[config.mk]
export PLATFORM = sky130hd
export DESIGN_NAME = value_ramp_timer_core
export DESIGN_NICKNAME = d
export VERILOG_FILES = /design/src/hw/rtl/vrt_pkg.sv /design/src/hw/rtl/value_ramp_timer_core.sv /design/src/hw/rtl/vrt_ctrl.sv /design/src/hw/rtl/vrt_datapath.sv
export SDC_FILE = /design/constraint.sdc
export NUM_CORES = 2
export LEC_CHECK = 0
export BUFFER_PORTS_ARGS = -buffer_cell sky130_fd_sc_hd__buf_2
export CAP_MARGIN = 10
export CELL_PAD_IN_SITES_DETAIL_PLACEMENT = 0
export CELL_PAD_IN_SITES_GLOBAL_PLACEMENT = 2
export CORE_MARGIN = 5
export CORE_UTILIZATION = 36
export DETAILED_ROUTE_END_ITERATION = 8
export PLACE_DENSITY_LB_ADDON = 0.1
export SLEW_MARGIN = 30
export SYNTH_ARGS = -nofsm -noshare
export SYNTH_HDL_FRONTEND = slang
export SYNTH_HIERARCHICAL = 1
export SYNTH_SLANG_ARGS = --single-unit
export TNS_END_PERCENT = 30
[constraint.sdc]
create_clock -name i_clk -period 27.2 [get_ports i_clk]
set_clock_uncertainty 0.1 [all_clocks]
set_input_delay 4.08 -clock i_clk [delete_from_list [all_inputs] [get_ports i_clk]]
set_output_delay 4.08 -clock i_clk [all_outputs]
set_load 0.005 [all_outputs]
[src/hw/rtl/vrt_pkg.sv]
// ----------------------------------------------------------------------------
// vrt_pkg
// Shared types and constants for the value ramp timer.
// ----------------------------------------------------------------------------
package vrt_pkg;

    localparam int VALUE_W = 32;
    localparam int DUR_W   = 24;
    localparam int DELTA_W = 16;
    localparam int ACC_W   = 48;
    localparam int FRAC_SH = 15;

    // configuration register indexes
    localparam logic [1:0] CFG_START = 2'd0;
    localparam logic [1:0] CFG_END   = 2'd1;
    localparam logic [1:0] CFG_DUR   = 2'd2;
    localparam logic [1:0] CFG_CURVE = 2'd3;

    typedef enum logic [1:0] {
        KIND_START = 2'd0,
        KIND_TICK  = 2'd1,
        KIND_STOP  = 2'd2,
        KIND_CLEAR = 2'd3
    } t_kind;

    typedef enum logic [3:0] {
        OP_NONE,
        OP_LOAD,
        OP_START,
        OP_TICK,
        OP_STOP,
        OP_CLEAR,
        OP_DIV,
        OP_SET_STEP,
        OP_MUL_LO,
        OP_MUL_HI,
        OP_ACC_LIN,
        OP_TBL,
        OP_INTERP,
        OP_YSUM,
        OP_SPAN,
        OP_LOG_ACC
    } t_op;

    typedef enum logic [3:0] {
        S_IDLE,
        S_DECODE,
        S_DIV,
        S_STEP,
        S_MUL_LO,
        S_MUL_HI,
        S_ACC_LIN,
        S_TBL,
        S_INTERP,
        S_YSUM,
        S_SPAN,
        S_LOG_ACC,
        S_RESULT
    } t_state;

    typedef struct packed {
        t_kind kind;
        logic  active;
        logic  dur_zero;
        logic  tick_end;
        logic  curve_log;
        logic  div_last;
        logic  out_free;
    } t_status;

    typedef struct packed {
        t_op  op;
        logic result;
    } t_cmd;

endpackage

[src/hw/rtl/value_ramp_timer_core.sv]
// ----------------------------------------------------------------------------
// value_ramp_timer_core
// Ramp timer moving a Q16.16 value from a start to an end value over a
// programmed number of milliseconds, linear or logarithmic.
// ----------------------------------------------------------------------------
// Usage:
//   Input words (i_kind, i_delta_ms) arrive on i_valid/o_ready: start, tick,
//   stop or clear-done. Every input word yields exactly one result word on
//   o_valid/i_ready, showing the state after the word has acted.
//   Configuration goes through i_cfg_we/i_cfg_idx/i_cfg_data while idle;
//   start, end and duration writes are dropped while the ramp runs.
//   One word is handled at a time. Stop, clear and ignored words go from
//   decode straight to the result step. A linear tick runs the low and high
//   multiplies and the accumulate. A start with a nonzero duration and a log
//   tick each run the shared one-bit-per-cycle divider over a quotient of
//   max(48, TIME_BITS + clog2(CURVE_ENTRIES) + 17) bits (49 at the
//   defaults); a start then sets the step, a log tick interpolates the curve.
//   The result sits in an output register; the next word is accepted while
//   it waits, and the sequencer holds in its result step while the receiver
//   stalls with the register still full.
//   A synchronous reset clears the ramp, the configuration registers and the result valid.
// ----------------------------------------------------------------------------
module value_ramp_timer_core #(
    parameter int TIME_BITS     = 24,
    parameter int CURVE_ENTRIES = 256
) (
    input  logic                                i_clk,
    input  logic                                i_rst_n,
    input  logic                                i_valid,
    output logic                                o_ready,
    input  logic [1:0]                          i_kind,
    input  logic [vrt_pkg::DELTA_W-1:0]         i_delta_ms,
    input  logic                                i_cfg_we,
    input  logic [1:0]                          i_cfg_idx,
    input  logic [vrt_pkg::VALUE_W-1:0]         i_cfg_data,
    output logic                                o_valid,
    input  logic                                i_ready,
    output logic signed [vrt_pkg::VALUE_W-1:0]  o_value,
    output logic signed [vrt_pkg::VALUE_W-1:0]  o_change,
    output logic                                o_running,
    output logic                                o_done_res,
    output logic [vrt_pkg::DUR_W-1:0]           o_elapsed_ms,
    output logic [vrt_pkg::DUR_W-1:0]           o_remaining_ms
);

    logic signed [vrt_pkg::VALUE_W-1:0] r_start_value;
    logic signed [vrt_pkg::VALUE_W-1:0] r_end_value;
    logic [vrt_pkg::DUR_W-1:0]          r_duration;
    logic                               r_curve_log;

    vrt_pkg::t_status status;
    vrt_pkg::t_cmd    cmd;

    always_ff @(posedge i_clk) begin
        if (!i_rst_n) begin
            r_start_value <= '0;
            r_end_value   <= '0;
            r_duration    <= '0;
            r_curve_log   <= 1'b0;
        end else if (i_cfg_we) begin
            unique case (i_cfg_idx)
                vrt_pkg::CFG_CURVE: r_curve_log <= i_cfg_data[0];
                vrt_pkg::CFG_START: begin
                    if (!status.active) r_start_value <= i_cfg_data;
                end
                vrt_pkg::CFG_END: begin
                    if (!status.active) r_end_value <= i_cfg_data;
                end
                vrt_pkg::CFG_DUR: begin
                    if (!status.active) r_duration <= i_cfg_data[vrt_pkg::DUR_W-1:0];
                end
                default: r_curve_log <= r_curve_log;
            endcase
        end
    end

    vrt_ctrl u_ctrl (
        .i_clk      (i_clk),
        .i_rst_n    (i_rst_n),
        .i_in_valid (i_valid),
        .i_status   (status),
        .o_in_ready (o_ready),
        .o_cmd      (cmd)
    );

    vrt_datapath #(
        .TIME_BITS     (TIME_BITS),
        .CURVE_ENTRIES (CURVE_ENTRIES)
    ) u_datapath (
        .i_clk          (i_clk),
        .i_rst_n        (i_rst_n),
        .i_cmd          (cmd),
        .i_kind         (vrt_pkg::t_kind'(i_kind)),
        .i_delta_ms     (i_delta_ms),
        .i_start_value  (r_start_value),
        .i_end_value    (r_end_value),
        .i_duration_ms  (r_duration),
        .i_curve_log    (r_curve_log),
        .i_out_ready    (i_ready),
        .o_status       (status),
        .o_valid        (o_valid),
        .o_value        (o_value),
        .o_change       (o_change),
        .o_running      (o_running),
        .o_done_res     (o_done_res),
        .o_elapsed_ms   (o_elapsed_ms),
        .o_remaining_ms (o_remaining_ms)
    );

    // a ramp is never running and done at once
    a_run_not_done: assert property (@(posedge i_clk) disable iff (!i_rst_n)
        (o_valid && o_running) |-> !o_done_res)
        else $error("running and done both set");

    // once time has passed on a running ramp the end has not been reached
    a_run_remaining: assert property (@(posedge i_clk) disable iff (!i_rst_n)
        (o_valid && o_running && (o_elapsed_ms != '0)) |-> (o_remaining_ms != '0))
        else $error("running with no time remaining");

    a_idle_no_change: assert property (@(posedge i_clk) disable iff (!i_rst_n)
        (o_valid && !o_running) |-> (o_change == '0))
        else $error("change reported while not running");

    // one word in flight at a time
    a_one_word: assert property (@(posedge i_clk) disable iff (!i_rst_n)
        (i_valid && o_ready) |=> !o_ready)
        else $error("word accepted while busy");

endmodule

[src/hw/rtl/vrt_ctrl.sv]
// ----------------------------------------------------------------------------
// vrt_ctrl
// Sequencer: steps the datapath through one input word at a time.
// ----------------------------------------------------------------------------
module vrt_ctrl (
    input  logic             i_clk,
    input  logic             i_rst_n,
    input  logic             i_in_valid,
    input  vrt_pkg::t_status i_status,
    output logic             o_in_ready,
    output vrt_pkg::t_cmd    o_cmd
);

    vrt_pkg::t_state r_state;
    vrt_pkg::t_state n_state;

    always_ff @(posedge i_clk) begin
        if (!i_rst_n) begin
            r_state <= vrt_pkg::S_IDLE;
        end else begin
            r_state <= n_state;
        end
    end

    always_comb begin
        n_state = r_state;
        unique case (r_state)
            vrt_pkg::S_IDLE: begin
                if (i_in_valid) n_state = vrt_pkg::S_DECODE;
            end
            vrt_pkg::S_DECODE: begin
                n_state = vrt_pkg::S_RESULT;
                if (i_status.kind == vrt_pkg::KIND_START && !i_status.active) begin
                    if (!i_status.dur_zero) n_state = vrt_pkg::S_DIV;
                end else if (i_status.kind == vrt_pkg::KIND_TICK && i_status.active) begin
                    if (!i_status.tick_end) begin
                        n_state = i_status.curve_log ? vrt_pkg::S_DIV : vrt_pkg::S_MUL_LO;
                    end
                end
            end
            vrt_pkg::S_DIV: begin
                if (i_status.div_last) begin
                    n_state = (i_status.kind == vrt_pkg::KIND_START) ? vrt_pkg::S_STEP
                                                                     : vrt_pkg::S_TBL;
                end
            end
            vrt_pkg::S_STEP:    n_state = vrt_pkg::S_RESULT;
            vrt_pkg::S_MUL_LO:  n_state = vrt_pkg::S_MUL_HI;
            vrt_pkg::S_MUL_HI:  n_state = vrt_pkg::S_ACC_LIN;
            vrt_pkg::S_ACC_LIN: n_state = vrt_pkg::S_RESULT;
            vrt_pkg::S_TBL:     n_state = vrt_pkg::S_INTERP;
            vrt_pkg::S_INTERP:  n_state = vrt_pkg::S_YSUM;
            vrt_pkg::S_YSUM:    n_state = vrt_pkg::S_SPAN;
            vrt_pkg::S_SPAN:    n_state = vrt_pkg::S_LOG_ACC;
            vrt_pkg::S_LOG_ACC: n_state = vrt_pkg::S_RESULT;
            vrt_pkg::S_RESULT: begin
                if (i_status.out_free) n_state = vrt_pkg::S_IDLE;
            end
            default: n_state = vrt_pkg::S_IDLE;
        endcase
    end

    always_comb begin
        o_in_ready    = 1'b0;
        o_cmd.op      = vrt_pkg::OP_NONE;
        o_cmd.result  = 1'b0;
        unique case (r_state)
            vrt_pkg::S_IDLE: begin
                o_in_ready = 1'b1;
                if (i_in_valid) o_cmd.op = vrt_pkg::OP_LOAD;
            end
            vrt_pkg::S_DECODE: begin
                unique case (i_status.kind)
                    vrt_pkg::KIND_START: begin
                        if (!i_status.active) o_cmd.op = vrt_pkg::OP_START;
                    end
                    vrt_pkg::KIND_TICK: begin
                        if (i_status.active) o_cmd.op = vrt_pkg::OP_TICK;
                    end
                    vrt_pkg::KIND_STOP:  o_cmd.op = vrt_pkg::OP_STOP;
                    vrt_pkg::KIND_CLEAR: o_cmd.op = vrt_pkg::OP_CLEAR;
                    default:             o_cmd.op = vrt_pkg::OP_NONE;
                endcase
            end
            vrt_pkg::S_DIV:     o_cmd.op = vrt_pkg::OP_DIV;
            vrt_pkg::S_STEP:    o_cmd.op = vrt_pkg::OP_SET_STEP;
            vrt_pkg::S_MUL_LO:  o_cmd.op = vrt_pkg::OP_MUL_LO;
            vrt_pkg::S_MUL_HI:  o_cmd.op = vrt_pkg::OP_MUL_HI;
            vrt_pkg::S_ACC_LIN: o_cmd.op = vrt_pkg::OP_ACC_LIN;
            vrt_pkg::S_TBL:     o_cmd.op = vrt_pkg::OP_TBL;
            vrt_pkg::S_INTERP:  o_cmd.op = vrt_pkg::OP_INTERP;
            vrt_pkg::S_YSUM:    o_cmd.op = vrt_pkg::OP_YSUM;
            vrt_pkg::S_SPAN:    o_cmd.op = vrt_pkg::OP_SPAN;
            vrt_pkg::S_LOG_ACC: o_cmd.op = vrt_pkg::OP_LOG_ACC;
            vrt_pkg::S_RESULT:  o_cmd.result = i_status.out_free;
            default:            o_cmd.op = vrt_pkg::OP_NONE;
        endcase
    end

endmodule

[src/hw/rtl/vrt_datapath.sv]
// ----------------------------------------------------------------------------
// vrt_datapath
// Ramp state, shared radix-2 divider, shared multiplier, curve table and
// the registered result word.
// ----------------------------------------------------------------------------
module vrt_datapath #(
    parameter int TIME_BITS     = 24,
    parameter int CURVE_ENTRIES = 256
) (
    input  logic                                 i_clk,
    input  logic                                 i_rst_n,
    input  vrt_pkg::t_cmd                        i_cmd,
    input  vrt_pkg::t_kind                       i_kind,
    input  logic        [vrt_pkg::DELTA_W-1:0]   i_delta_ms,
    input  logic signed [vrt_pkg::VALUE_W-1:0]   i_start_value,
    input  logic signed [vrt_pkg::VALUE_W-1:0]   i_end_value,
    input  logic        [vrt_pkg::DUR_W-1:0]     i_duration_ms,
    input  logic                                 i_curve_log,
    input  logic                                 i_out_ready,
    output vrt_pkg::t_status                     o_status,
    output logic                                 o_valid,
    output logic signed [vrt_pkg::VALUE_W-1:0]   o_value,
    output logic signed [vrt_pkg::VALUE_W-1:0]   o_change,
    output logic                                 o_running,
    output logic                                 o_done_res,
    output logic        [vrt_pkg::DUR_W-1:0]     o_elapsed_ms,
    output logic        [vrt_pkg::DUR_W-1:0]     o_remaining_ms
);

    localparam int IW = $clog2(CURVE_ENTRIES);
    localparam int CW = ((TIME_BITS > vrt_pkg::DUR_W) ? TIME_BITS : vrt_pkg::DUR_W) + 1;
    localparam int PW = TIME_BITS + IW + 17;
    localparam int NW = (PW > vrt_pkg::ACC_W) ? PW : vrt_pkg::ACC_W;
    localparam int KW = $clog2(NW);
    localparam int AW = vrt_pkg::ACC_W;
    localparam int HW = AW / 2;
    localparam logic [63:0] Q30_ONE = 64'd1 << 30;

    // log2 of a Q30 value in [1,16), result in Q.32 (elaboration only)
    function automatic logic [63:0] log2_q32(input logic [63:0] m_in);
        logic [63:0] m;
        logic [63:0] ip;
        logic [63:0] f;
        m  = m_in;
        ip = 64'd0;
        f  = 64'd0;
        for (int j = 0; j < 4; j++) begin
            if (m >= 2 * Q30_ONE) begin
                m  = m >> 1;
                ip = ip + 64'd1;
            end
        end
        for (int k = 0; k < 32; k++) begin
            m = (m * m) >> 30;
            f = f << 1;
            if (m >= 2 * Q30_ONE) begin
                m = m >> 1;
                f = f | 64'd1;
            end
        end
        return (ip << 32) | f;
    endfunction

    localparam logic [63:0] L11 = log2_q32(64'd11 << 30);

    typedef logic [15:0] t_curve [CURVE_ENTRIES];

    function automatic t_curve make_curve();
        t_curve      tbl;
        logic [63:0] v;
        logic [63:0] l;
        for (int i = 0; i < CURVE_ENTRIES; i++) begin
            v      = Q30_ONE + ((64'(10 * i)) << 30) / CURVE_ENTRIES;
            l      = log2_q32(v);
            tbl[i] = 16'((l * 64'd65536 + L11 / 2) / L11);
        end
        return tbl;
    endfunction

    localparam t_curve CURVE_TBL = make_curve();

    // state
    vrt_pkg::t_kind               r_kind;
    logic [vrt_pkg::DELTA_W-1:0]  r_delta;
    logic                         r_active;
    logic                         r_finished;
    logic [AW-1:0]                r_accum;
    logic [vrt_pkg::VALUE_W-1:0]  r_prior;
    logic [AW-1:0]                r_step;
    logic [TIME_BITS-1:0]         r_time;
    logic signed [32:0]           r_span;
    // divider
    logic [vrt_pkg::DUR_W:0]      r_rem;
    logic [NW-1:0]                r_quo;
    logic [vrt_pkg::DUR_W-1:0]    r_dsr;
    logic [KW-1:0]                r_cnt;
    logic                         r_neg;
    // curve interpolation / multiplier
    logic [16:0]                  r_t0;
    logic [16:0]                  r_t1;
    logic [15:0]                  r_frac;
    logic signed [17:0]           r_y;
    logic signed [51:0]           r_prod;
    logic [39:0]                  r_lo;
    // result word
    logic                         r_o_valid;
    logic [vrt_pkg::VALUE_W-1:0]  r_o_value;
    logic [vrt_pkg::VALUE_W-1:0]  r_o_change;
    logic                         r_o_running;
    logic                         r_o_done;
    logic [vrt_pkg::DUR_W-1:0]    r_o_elapsed;
    logic [vrt_pkg::DUR_W-1:0]    r_o_remaining;

    logic signed [32:0]           span_w;
    logic [32:0]                  span_mag;
    logic [CW:0]                  t_sum;
    logic [TIME_BITS-1:0]         t_new;
    logic                         tick_end;
    logic [vrt_pkg::DUR_W:0]      div_sh;
    logic                         div_bit;
    logic signed [33:0]           mul_a;
    logic signed [17:0]           mul_b;
    logic signed [51:0]           mul_p;
    logic signed [17:0]           t_diff;
    logic [NW-17:0]               pos_hi;
    logic [IW-1:0]                idx;
    logic [IW-1:0]                idx1;
    logic [vrt_pkg::VALUE_W-1:0]  cur_val;
    logic                         out_free;

    assign span_w   = 33'(i_end_value) - 33'(i_start_value);
    assign span_mag = span_w[32] ? 33'(-span_w) : 33'(span_w);

    // saturating elapsed time
    assign t_sum = (CW + 1)'(r_time) + (CW + 1)'(r_delta);
    assign t_new = (t_sum > (CW + 1)'({TIME_BITS{1'b1}})) ? {TIME_BITS{1'b1}}
                                                          : TIME_BITS'(t_sum);
    assign tick_end = CW'(t_new) >= CW'(i_duration_ms);

    // one restoring divide step per cycle
    assign div_sh  = {r_rem[vrt_pkg::DUR_W-1:0], r_quo[NW-1]};
    assign div_bit = div_sh >= {1'b0, r_dsr};

    assign t_diff = 18'(r_t1) - 18'(r_t0);

    always_comb begin
        mul_a = '0;
        mul_b = '0;
        case (i_cmd.op)
            vrt_pkg::OP_MUL_LO: begin
                mul_a = {10'd0, r_step[HW-1:0]};
                mul_b = {2'd0, r_delta};
            end
            vrt_pkg::OP_MUL_HI: begin
                mul_a = {{10{r_step[AW-1]}}, r_step[AW-1:HW]};
                mul_b = {2'd0, r_delta};
            end
            vrt_pkg::OP_INTERP: begin
                mul_a = {{16{t_diff[17]}}, t_diff};
                mul_b = {2'd0, r_frac};
            end
            vrt_pkg::OP_SPAN: begin
                mul_a = {r_span[32], r_span};
                mul_b = r_y;
            end
            default: begin
                mul_a = '0;
                mul_b = '0;
            end
        endcase
    end

    assign mul_p = mul_a * mul_b;

    assign pos_hi = r_quo[NW-1:16];
    assign idx    = (pos_hi >= (NW - 16)'(CURVE_ENTRIES)) ? IW'(CURVE_ENTRIES - 1)
                                                          : IW'(pos_hi);
    assign idx1   = (idx == IW'(CURVE_ENTRIES - 1)) ? idx : IW'(idx + 1'b1);

    assign cur_val  = r_accum[vrt_pkg::FRAC_SH +: vrt_pkg::VALUE_W];
    assign out_free = !r_o_valid || i_out_ready;

    always_ff @(posedge i_clk) begin
        if (!i_rst_n) begin
            r_active   <= 1'b0;
            r_finished <= 1'b0;
            r_time     <= '0;
            r_accum    <= '0;
            r_prior    <= '0;
            r_step     <= '0;
            r_cnt      <= '0;
            r_kind     <= vrt_pkg::KIND_START;
        end else begin
            case (i_cmd.op)
                vrt_pkg::OP_LOAD: begin
                    r_kind  <= i_kind;
                    r_delta <= i_delta_ms;
                end
                vrt_pkg::OP_START: begin
                    r_time     <= '0;
                    r_accum    <= AW'({i_start_value, {vrt_pkg::FRAC_SH{1'b0}}})
                                  | {{(AW - vrt_pkg::VALUE_W - vrt_pkg::FRAC_SH)
                                      {i_start_value[vrt_pkg::VALUE_W-1]}},
                                     {(vrt_pkg::VALUE_W + vrt_pkg::FRAC_SH){1'b0}}};
                    r_prior    <= i_start_value;
                    r_step     <= '0;
                    r_active   <= 1'b1;
                    r_finished <= 1'b0;
                    r_span     <= span_w;
                    r_rem      <= '0;
                    r_quo      <= NW'({span_mag, {vrt_pkg::FRAC_SH{1'b0}}});
                    r_dsr      <= i_duration_ms;
                    r_neg      <= span_w[32];
                    r_cnt      <= '0;
                end
                vrt_pkg::OP_TICK: begin
                    if (tick_end) begin
                        r_time     <= TIME_BITS'(i_duration_ms);
                        r_accum    <= AW'({i_end_value, {vrt_pkg::FRAC_SH{1'b0}}})
                                      | {{(AW - vrt_pkg::VALUE_W - vrt_pkg::FRAC_SH)
                                          {i_end_value[vrt_pkg::VALUE_W-1]}},
                                         {(vrt_pkg::VALUE_W + vrt_pkg::FRAC_SH){1'b0}}};
                        r_prior    <= i_end_value;
                        r_active   <= 1'b0;
                        r_finished <= 1'b1;
                    end else begin
                        r_prior <= cur_val;
                        r_time  <= t_new;
                        // curve position numerator: t * N * 2^16
                        r_quo   <= (NW'(t_new) * NW'(CURVE_ENTRIES)) << 16;
                        r_rem   <= '0;
                        r_dsr   <= i_duration_ms;
                        r_neg   <= 1'b0;
                        r_cnt   <= '0;
                    end
                end
                vrt_pkg::OP_STOP:  r_active   <= 1'b0;
                vrt_pkg::OP_CLEAR: r_finished <= 1'b0;
                vrt_pkg::OP_DIV: begin
                    r_rem <= div_bit ? (div_sh - {1'b0, r_dsr}) : div_sh;
                    r_quo <= {r_quo[NW-2:0], div_bit};
                    r_cnt <= KW'(r_cnt + 1'b1);
                end
                vrt_pkg::OP_SET_STEP: begin
                    r_step <= r_neg ? AW'(-r_quo[AW-1:0]) : r_quo[AW-1:0];
                end
                vrt_pkg::OP_MUL_LO: r_prod <= mul_p;
                vrt_pkg::OP_MUL_HI: begin
                    r_lo   <= r_prod[39:0];
                    r_prod <= mul_p;
                end
                vrt_pkg::OP_ACC_LIN: begin
                    r_accum <= r_accum + {r_prod[AW-HW-1:0], {HW{1'b0}}}
                               + {{(AW - 40){1'b0}}, r_lo};
                end
                vrt_pkg::OP_TBL: begin
                    r_t0   <= {1'b0, CURVE_TBL[idx]};
                    r_t1   <= (idx == IW'(CURVE_ENTRIES - 1)) ? 17'd65536
                                                              : {1'b0, CURVE_TBL[idx1]};
                    r_frac <= r_quo[15:0];
                end
                vrt_pkg::OP_INTERP: r_prod <= mul_p;
                vrt_pkg::OP_YSUM: begin
                    r_y <= 18'(r_t0) + 18'(r_prod >>> 16);
                end
                vrt_pkg::OP_SPAN: r_prod <= mul_p;
                vrt_pkg::OP_LOG_ACC: begin
                    r_accum <= AW'(signed'({i_start_value, {vrt_pkg::FRAC_SH{1'b0}}}))
                               + AW'(r_prod >>> 1);
                end
                default: begin
                    r_active <= r_active;
                end
            endcase
        end
    end

    // result word
    always_ff @(posedge i_clk) begin
        if (!i_rst_n) begin
            r_o_valid <= 1'b0;
        end else if (i_cmd.result) begin
            r_o_valid <= 1'b1;
        end else if (i_out_ready) begin
            r_o_valid <= 1'b0;
        end
    end

    always_ff @(posedge i_clk) begin
        if (i_cmd.result) begin
            r_o_value     <= r_active ? cur_val : i_start_value;
            r_o_change    <= r_active ? (cur_val - r_prior) : '0;
            r_o_running   <= r_active;
            r_o_done      <= r_finished;
            r_o_elapsed   <= vrt_pkg::DUR_W'(r_time);
            r_o_remaining <= (CW'(i_duration_ms) > CW'(r_time))
                             ? vrt_pkg::DUR_W'(CW'(i_duration_ms) - CW'(r_time)) : '0;
        end
    end

    assign o_valid        = r_o_valid;
    assign o_value        = r_o_value;
    assign o_change       = r_o_change;
    assign o_running      = r_o_running;
    assign o_done_res     = r_o_done;
    assign o_elapsed_ms   = r_o_elapsed;
    assign o_remaining_ms = r_o_remaining;

    assign o_status.kind      = r_kind;
    assign o_status.active    = r_active;
    assign o_status.dur_zero  = (i_duration_ms == '0);
    assign o_status.tick_end  = tick_end;
    assign o_status.curve_log = i_curve_log;
    assign o_status.div_last  = (r_cnt == KW'(NW - 1));
    assign o_status.out_free  = out_free;

endmodule
==> summary.txt <==
Setup path
  – Top cell by count, worst path: fa_1
  – Largest fanout on the critical path: 64
  – Worst endpoint data arrival time: 14.35 ns
  – Slowest CP cell: nand2_1
  – CP startpoint kind: input pin
  – Worst setup EP type: flip-flop
  – CP peak stage delay: 0.77 ns
  – Critical Path RT: 27.55 ns
  – Crit path kind: in2reg

Timing
  – Final hold violation count: 0
  – Slew @ Worst Pin: 1.15 ns
  – Final setup violation count: 0
  – Rel. slew slack: 23.0%
  – Pins Over Slew Limit: 0
  – Total Neg Setup Slack: 0 ns
  – Min cycle time layout: 14.00 ns
  – Period utilisation layout: 51.5%
  – Fmax: 0.0715 GHz
  – Hold slack: 0.367 ns
  – RSZ-0062 raised after global routing: no

Cells and area
  – Share of cells above drive strength 1: 7.72%
  – Layout area overhead: 10.1%
  – Layout net count: 9,050
  – Most common cell after layout, fill and taps aside: inv_1
  – Most frequent cells in the layout: inv_1, nand2_1, nor2_1

Synthesis
  – Post-Syn Instances: 7,990
  – Post-Syn Area: 68,500 µm²
  – Synth Flop Type: edfxtp_1
  – Register area share after synthesis: 25.7%
  – Netlist cell types: 96
  – Syn_area_per_cell: 8.57 µm²
  – Syn Nets: 9,070
  – #FFs+latches synth: 671
  – Post-synth EDFFs: 416
  – Yosys Warn Count: 6
  – Post-synth top area cell: edfxtp_1
  – Area contributors post-synth: edfxtp_1, fa_1, ha_1
  – Async set or reset register ratio after synthesis: 0%
  – Yosys top cell area share: 18.2%

Hold path
  – Worst min-delay path class: reg2reg

Clock network
  – CTS tree: yes
  – Clock latency on the worst-skew pair: 0.72 ns
  – Number of setup buffers added after CTS: 0
  – Hold Buf Count CTS: 0
  – CTS sink cnt: 671
  – H-tree Lvls: 3
  – TritonCTS Buffers: 81
  – Clk root buf: clkbuf_16
  – Quantity of gates resized following cts: 0
  – Clock transition at path regs: 0.06 ns
  – Clock tree buffer depth: 3

Power and ir drop
  – PwrDens: 73.1 nW/µm²
  – Leakage: 31.5 nW
  – Peak supply drop: 0.0000875 V

GRT
  – Global-route usage over all layers: 29.9%
  – First-pass GRT wire length: 441,000 µm
  – Total gr overflow: 0
  – Largest net degree at the start of global routing: 81
  – Initial antenna violation count: 9
  – Vias in the first global route: 61,000

Drt
  – Routed vias: 61,900
  – Top layer in use: met5
  – Met1 Wirelength: 135,000 µm
  – Drt initial violations: 6,344
  – Drt wl/cell: 28.7 µm
  – Pre-antenna DRT Iters: 9
  – Via density: 5.86
  – Post-Route WL: 303,000 µm
  – Drc violations: 0
  – Antenna-violating nets left: 0
  – Metal2 WL: 134,000 µm
  – Wire length on met3: 20,800 µm

Floorplan
  – Core area: 190,000 µm²
  – Die Width: 446 µm
  – Die area: 199,000 µm²
  – IO Count: 173
  – Die Y: 446 µm
  – Initial cell density of the core: 36.1%
  – Placement Rows: 160

Job
  – # Max-Cap Violations: 0

Placed design
  – Port bufs: 172
  – Dpl hpwl: 230,000 µm
  – Final Wtd Congestion: 0.949

Status
  – Outcome: complete, no violations
==> metrics by stage <==
stage                     utilization (%)  cell area [µm²]  total power, mW  setup WS, ns  cells
after floorplan                         -            68500             3.25         10.20   7990
after global placement               38.2            72400             4.29         12.69  10400
after detailed placement             38.2            72400             4.30         12.46  10400
after CTS                            39.7            75300             5.51         13.22  10500
after global routing                 39.8            75400             5.81         12.62  10600
final                                39.8            75400             5.51         13.20  10600
==> registers in the layout (all words and copies together), names as in the netlist, 16 cells and up <==
name                       flops
u_datapath/r_quo              49
u_datapath/r_prod             48
u_datapath/r_step             48
u_datapath/r_accum            47
u_datapath/r_lo               40
u_datapath/r_span             33
r_end_value                   32
r_start_value                 32
u_datapath/o_change           32
u_datapath/o_value            32
u_datapath/r_prior            32
r_duration                    24
u_datapath/o_elapsed_ms       24
u_datapath/o_remaining_ms     24
u_datapath/r_dsr              24
u_datapath/r_rem              24
u_datapath/r_time             24
u_datapath/r_y                18
u_datapath/r_t1               17
u_datapath/r_delta            16
u_datapath/r_frac             16
u_datapath/r_t0               16
==> cell type report <==
class	count	area, µm²
Fill cell	19500	114000
Multi-Input combinational cell	5935	46000
Sequential cell	671	17600
Inverter	916	3440
Tap cell	2511	3140
Clock buffer	118	2490
Timing Repair Buffer	365	2330
Clock inverter	34	405
Antenna cell	4	10.0
==> layer usage <==
layer  global-route usage (%)  vias up
li1                         -    27800
met2                     46.8     2589
met3                     3.73      493
met4                     11.5        6
met5                        0        -
met1                     42.1    30900
==> worst paths after layout <==
| check | slack, ns | startpoint | depth (start not counted) | endpoint |
|---|---|---|---|---|
| hold reg to reg | 0.37 | u_datapath/r_prior[13]$_SDFFE_PN0P_ | 2 | u_datapath/r_prior[13]$_SDFFE_PN0P_ |
| setup / recovery | 13.20 | i_valid | 33 | u_datapath/r_prod[44]$_DFFE_PP_ |
| setup reg to reg | 15.98 | u_ctrl/r_state[1]$_SDFFE_PN0P_ | 32 | u_datapath/r_prod[44]$_DFFE_PP_ |
| hold / removal | 0.37 | u_datapath/r_prior[13]$_SDFFE_PN0P_ | 2 | u_datapath/r_prior[13]$_SDFFE_PN0P_ |
==> critical path: cells and delay by family <==
| kind | cells | cell delay [ns] |
|---|---|---|
| AOI/OAI and AO/OA | 12 | 3.56 |
| xor gates and xnor gates | 1 | 0.08 |
| adders and majority gates | 7 | 3.52 |
| buffers and inverters | 8 | 1.33 |
| and+or+nand+nor | 5 | 1.65 |
==> cell families after synthesis <==
group	Yosys count	synth area share, %
AND/OR/NAND/NOR	2386	15.6
AO/OA/AOI/OAI	2059	19.8
buffers and inverters	1384	7.72
adder cells (fa/ha/maj)	1024	25.0
flip-flops	671	25.7
XOR/XNOR	320	4.09
multiplexers	146	2.17
==> cells in the mapped netlist, types with 58 or more instances <==
master	count
a21oi_1	453
nor2_1	753
edfxtp_1	416
o31ai_1	59
clkbuf_1	393
xnor2_1	221
a211oi_1	117
nor3_1	143
a31oi_1	113
a21o_1	133
and2_1	73
fa_1	571
o211ai_1	65
mux2i_1	133
a222oi_1	58
xor2_1	99
dfxtp_1	255
o21ai_0	473
ha_1	452
a22oi_1	112
inv_1	910
nand3_1	112
nand2_1	920
a221oi_1	66
==> report_power, final <==
part	total, mW	switching [mW]	internal, mW
logic	2.78	1.88	0.900
registers	1.55	0.226	1.33
clock network	1.19	0.492	0.693
(Power assumes the default switching activity.)
